<file path="src/hdl/xbdf_pkg.sv">
// Package for the XOR basis dependency finder.
// Holds port widths, register codes and the controller/datapath interface types.
// No dependencies.
package xbdf_pkg;

  // Default sizes handed to the top level parameters.
  localparam int VEC_BITS_DEF = 64;
  localparam int ID_COUNT_DEF = 64;

  // Fixed field widths of the item payloads.
  localparam int VECTOR_FIELD_W = 64;
  localparam int ID_FIELD_W     = 6;
  localparam int PIVOT_FIELD_W  = 6;
  localparam int MASK_FIELD_W   = 64;
  localparam int IN_TDATA_W     = 72;
  localparam int OUT_TDATA_W    = 72;

  // Configuration port.
  localparam int CFG_ADDR_W = 2;
  localparam int CFG_DATA_W = 32;
  localparam int WIDTH_REG_W = 7;
  localparam logic [CFG_ADDR_W-1:0]  REG_VECTOR_WIDTH = 2'd0;
  localparam logic [WIDTH_REG_W-1:0] VECTOR_WIDTH_RESET = 7'd64;

  // Commands from the controller to the datapath.
  typedef struct packed {
    logic load;    // capture a new input item and set the scan bit
    logic step;    // fold the current bit's row in and move one bit down
    logic finish;  // store the row if independent and load the result register
  } dp_cmd_t;

  // Status from the datapath to the controller.
  typedef struct packed {
    logic done;    // the current bit ends the reduction
  } dp_stat_t;

endpackage

</file>
<file path="src/hdl/xbdf_ctrl.sv">
// Controller for the XOR basis dependency finder.
// Sequences the bit scan and owns the input ready and result valid flags.
// Depends on xbdf_pkg.
module xbdf_ctrl (
  input  logic              clk,
  input  logic              rst_n,
  input  logic              in_tvalid,
  output logic              in_tready,
  output logic              out_tvalid,
  input  logic              out_tready,
  input  xbdf_pkg::dp_stat_t stat,
  output xbdf_pkg::dp_cmd_t  cmd
);
  import xbdf_pkg::*;

  typedef enum logic [0:0] {
    S_IDLE,
    S_SCAN
  } state_t;

  state_t state_r;
  state_t state_nxt;
  logic   out_valid_r;
  logic   out_valid_nxt;
  logic   out_free;

  assign out_free   = !out_valid_r || out_tready;
  assign in_tready  = (state_r == S_IDLE);
  assign out_tvalid = out_valid_r;

  always_comb begin
    state_nxt     = state_r;
    out_valid_nxt = out_valid_r && !out_tready;
    cmd           = '0;
    unique case (state_r)
      S_IDLE: begin
        if (in_tvalid) begin
          cmd.load  = 1'b1;
          state_nxt = S_SCAN;
        end
      end
      S_SCAN: begin
        if (!stat.done) begin
          cmd.step = 1'b1;
        end else if (out_free) begin
          // The result register is free or empties this cycle.
          cmd.finish    = 1'b1;
          out_valid_nxt = 1'b1;
          state_nxt     = S_IDLE;
        end
      end
      default: begin
        state_nxt = S_IDLE;
      end
    endcase
  end

  always_ff @(posedge clk) begin
    if (!rst_n) begin
      state_r     <= S_IDLE;
      out_valid_r <= 1'b0;
    end else begin
      state_r     <= state_nxt;
      out_valid_r <= out_valid_nxt;
    end
  end

`ifndef SYNTHESIS
  a_no_overwrite: assert property (@(posedge clk) disable iff (!rst_n)
    (out_valid_r && !out_tready) |-> !cmd.finish)
    else $error("result overwritten while still pending");

  a_accept_scans: assert property (@(posedge clk) disable iff (!rst_n)
    (in_tvalid && in_tready) |=> (state_r == S_SCAN))
    else $error("accepted item did not start a scan");

  a_step_not_done: assert property (@(posedge clk) disable iff (!rst_n)
    cmd.step |-> !stat.done)
    else $error("scan stepped past its final bit");

  a_finish_valid: assert property (@(posedge clk) disable iff (!rst_n)
    cmd.finish |=> out_valid_r)
    else $error("finished item did not raise a result");
`endif

endmodule

</file>
<file path="config.mk">
export PLATFORM = sky130hd
export DESIGN_NAME = xbdf_ctrl
export DESIGN_NICKNAME = d
export VERILOG_FILES = /design/src/hdl/xbdf_pkg.sv /design/src/hdl/xbdf_ctrl.sv
export SDC_FILE = /design/constraint.sdc
export NUM_CORES = 1
export LEC_CHECK = 0
export BUFFER_PORTS_ARGS = -buffer_cell sky130_fd_sc_hd__clkbuf_2
export CAP_MARGIN = 20
export CORE_AREA = 4 4 41 43
export DETAILED_ROUTE_END_ITERATION = 8
export DIE_AREA = 0 0 45 47
export GPL_ROUTABILITY_DRIVEN = 0
export PLACE_DENSITY = 0.37
export SKIP_CTS_REPAIR_TIMING = 1
export SLEW_MARGIN = 20
export SYNTH_ARGS = -nofsm -noshare
export SYNTH_HDL_FRONTEND = slang
export SYNTH_SLANG_ARGS = --single-unit
</file>
<file path="constraint.sdc">
create_clock -name clk -period 0.8 [get_ports clk]
set_input_delay 0.04 -clock clk [delete_from_list [all_inputs] [get_ports clk]]
set_output_delay 0.04 -clock clk [all_outputs]
set_load 0.05 [all_outputs]
</file>
==> reports/qor.csv <==
metric;value;unit
Seq/Total Area, Yosys;40.0;%
number of cell rows;13;
syn_area_per_cell;9.10;µm²
Die Y;47;µm
Ports;10;
synthesized cell area;100;µm²
count of port buffers added during placement;9;
register bit count reported by yosys;2;
main combinational cell family by area after synthesis;simple AND/OR/NAND/NOR gates;
Synth top area share;40.0;%
CTS Root Cell;clkbuf_4;
Compound-Gate Fraction of Synth Area;22.5;%
Pint;0.000345;W
CP Cell Sequence;nand2_4 -> nor2b_4 -> buf_12;
RSZ-0062 raised after global routing;true;
Crit Path Class;reg -> out;
routed vias;138;
top cell type by total area after synthesis;dfxtp_1;
final worst setup slack;-0.164;ns
NetSw;0.000157;W
Final Hold Vio Count;0;
Clock Path Buffers;2;
Crit path max-delay family;flip-flops;
status;finished with violations;
initial antenna violation count;0;
pin count of the biggest net entering global routing;6;
post-synthesis adder-cell area fraction;0;%
placed cells;35;
Pleak;0.136;nW
failing checks;setup timing;
Clock Latency Late Sink;0.22;ns
sequential power share;23.7;%
Distinct cells, synth;9;
Power Density;1750;nW/µm²
worst hold path class;in -> reg;
Worst-path clk slew;0.03;ns
Die Span X;45;µm
fill count;155;
CTS tree;yes;
initial core utilization;7.69;%
max incr delay on CP;0.37;ns
Final Cycle Share;120;%
number of antenna diodes;0;
final setup vio count;4;
worst-case clock skew;0.000568;ns
startpoint types;register;
area of the core;1300;µm²
number of global-route vias before repair;154;
Die ar.;2120;µm²
Final nets;33;
Clock Sink Count;2;
Final ANT Viol Nets;0;
Crit path buffers/inverters;1;
Worst-Margin Slew;0.138;ns
fin crit period;0.964;ns
non-filler instance count after layout;41;
first-pass GRT wire length;621;µm
CP Capture Type;primary output;
worst vdd ir;356;µV
slowest cell on the critical path;dfxtp_4;
Iteration-0 DRC Markers;1;
crit path max fanout;5;
GR Overflow Total;0;
H-tree depth;1;
Synth Area in XOR/XNOR;0;%
power share of the combinational group;32.3;%
Required @ worst endpoint;0.76;ns
post-synthesis simple-gate area fraction;33.8;%
synth top area cells;dfxtp_1 40%, nand2b_4 14%, nor2b_1 13%;
hpwl dp;285;µm
DRC errors left;0;
syn nets;16;
total power;0.000502;W
Synth Instances;11;
post-DR vias/cell;3.37;
P&R area growth vs syn;186;%
Clock Power Share;44.0;%
Max Cap Viol;0;
share of cells above drive strength 1;92.3;%
Pre-Repair DR Iteration Count;2;
Sw Ratio;31.3;%
routed len/inst;10.0;µm
Max Slew Vio Count;0;
f_max;1040;MHz
final wirelength;410;µm
Max-slew headroom;90.8;%
overall routing resource usage;4.73;%
yosys warns;0;
total CTS buffers;3;
mux cell area share after synthesis;0;%
setup slack, reg-to-reg;0.03;ns
WP data arrival;0.92;ns
## worst paths after layout
path	from	end	depth (start not counted)
max	state_r	cmd[0]	3
min	rst_n	out_tvalid	2
max reg2reg	out_tvalid	state_r	3
min reg2reg	state_r	state_r	1
## flip-flops by register name, summed over array words and instances (netlist names)
name	flops
out_tvalid	1
state_r	1
## metrics by stage
step           util [%]  hold slack [ns]  setup TNS, ns  area (µm²)  setup slack [ns]
6_report           22.0           0.0675         -0.467         287            -0.164
5_1_grt            22.0           0.0738         -0.606         287            -0.192
4_1_cts            16.9           0.0510          -1.16         220            -0.322
3_5_place_dp       15.2            0.288         -0.152         198           -0.0793
3_3_place_gp       15.2            0.284         -0.102         198           -0.0602
2_1_floorplan         -            0.139         -0.289         119            -0.207
## worst register-to-register path, stage by stage, from the launching register on
cell and delay [ns]:
dfxtp_2 0.35, nand2b_4 0.06, buf_4 0.13, a31oi_1 0.15
## synth_stat cells
library cell and instances:
inv_1 1, nand2b_4 1, o21ai_1 1, nand2_1 1, dfxtp_1 2, a31oi_1 1, a21boi_2 1, nor2b_1 2
nor2_1 1
## power by group through the flow
stage,logic (W),registers [W],clock network (W)
2_1_floorplan,0.0000774,0.000124,0
3_3_place_gp,0.000126,0.000116,0
3_5_place_dp,0.000127,0.000117,0
4_1_cts,0.000127,0.000115,0.000236
5_1_grt,0.000169,0.000120,0.000248
6_report,0.000162,0.000119,0.000220
## layout make-up
cell class | instances | area (µm²) | area share (%)
inverter | 1 | 3.75 | 1.31
multi-input combinational | 8 | 81.3 | 28.4
tap | 15 | 18.8 | 6.55
sequential | 2 | 45.0 | 15.7
timing repair buffer | 12 | 115 | 40.2
clock buffer | 3 | 22.5 | 7.86
## cells in the final DEF, fill, tap and decap left out, drive strengths merged
cell    instances
clkbuf          7
o21ai           1
nor2b           2
buf             8
a21boi          1
nand2           1
inv             1
dfxtp           2
nor2            1
a31oi           1
nand2b          1
## metal layers
layer	GRT usage [%]	share of wire, %	up-vias
met5	0	0	-
met4	5.26	0	0
met3	5.75	19	0
met2	4.24	35	10
met1	4.75	46	61
li1	-	-	67
## kinds of logic after synthesis
kind of cell,Yosys count
AND/OR/NAND/NOR,5
flip-flops,2
AO/OA/AOI/OAI,3
buffers and inverters,1
(Power assumes the default switching activity.)
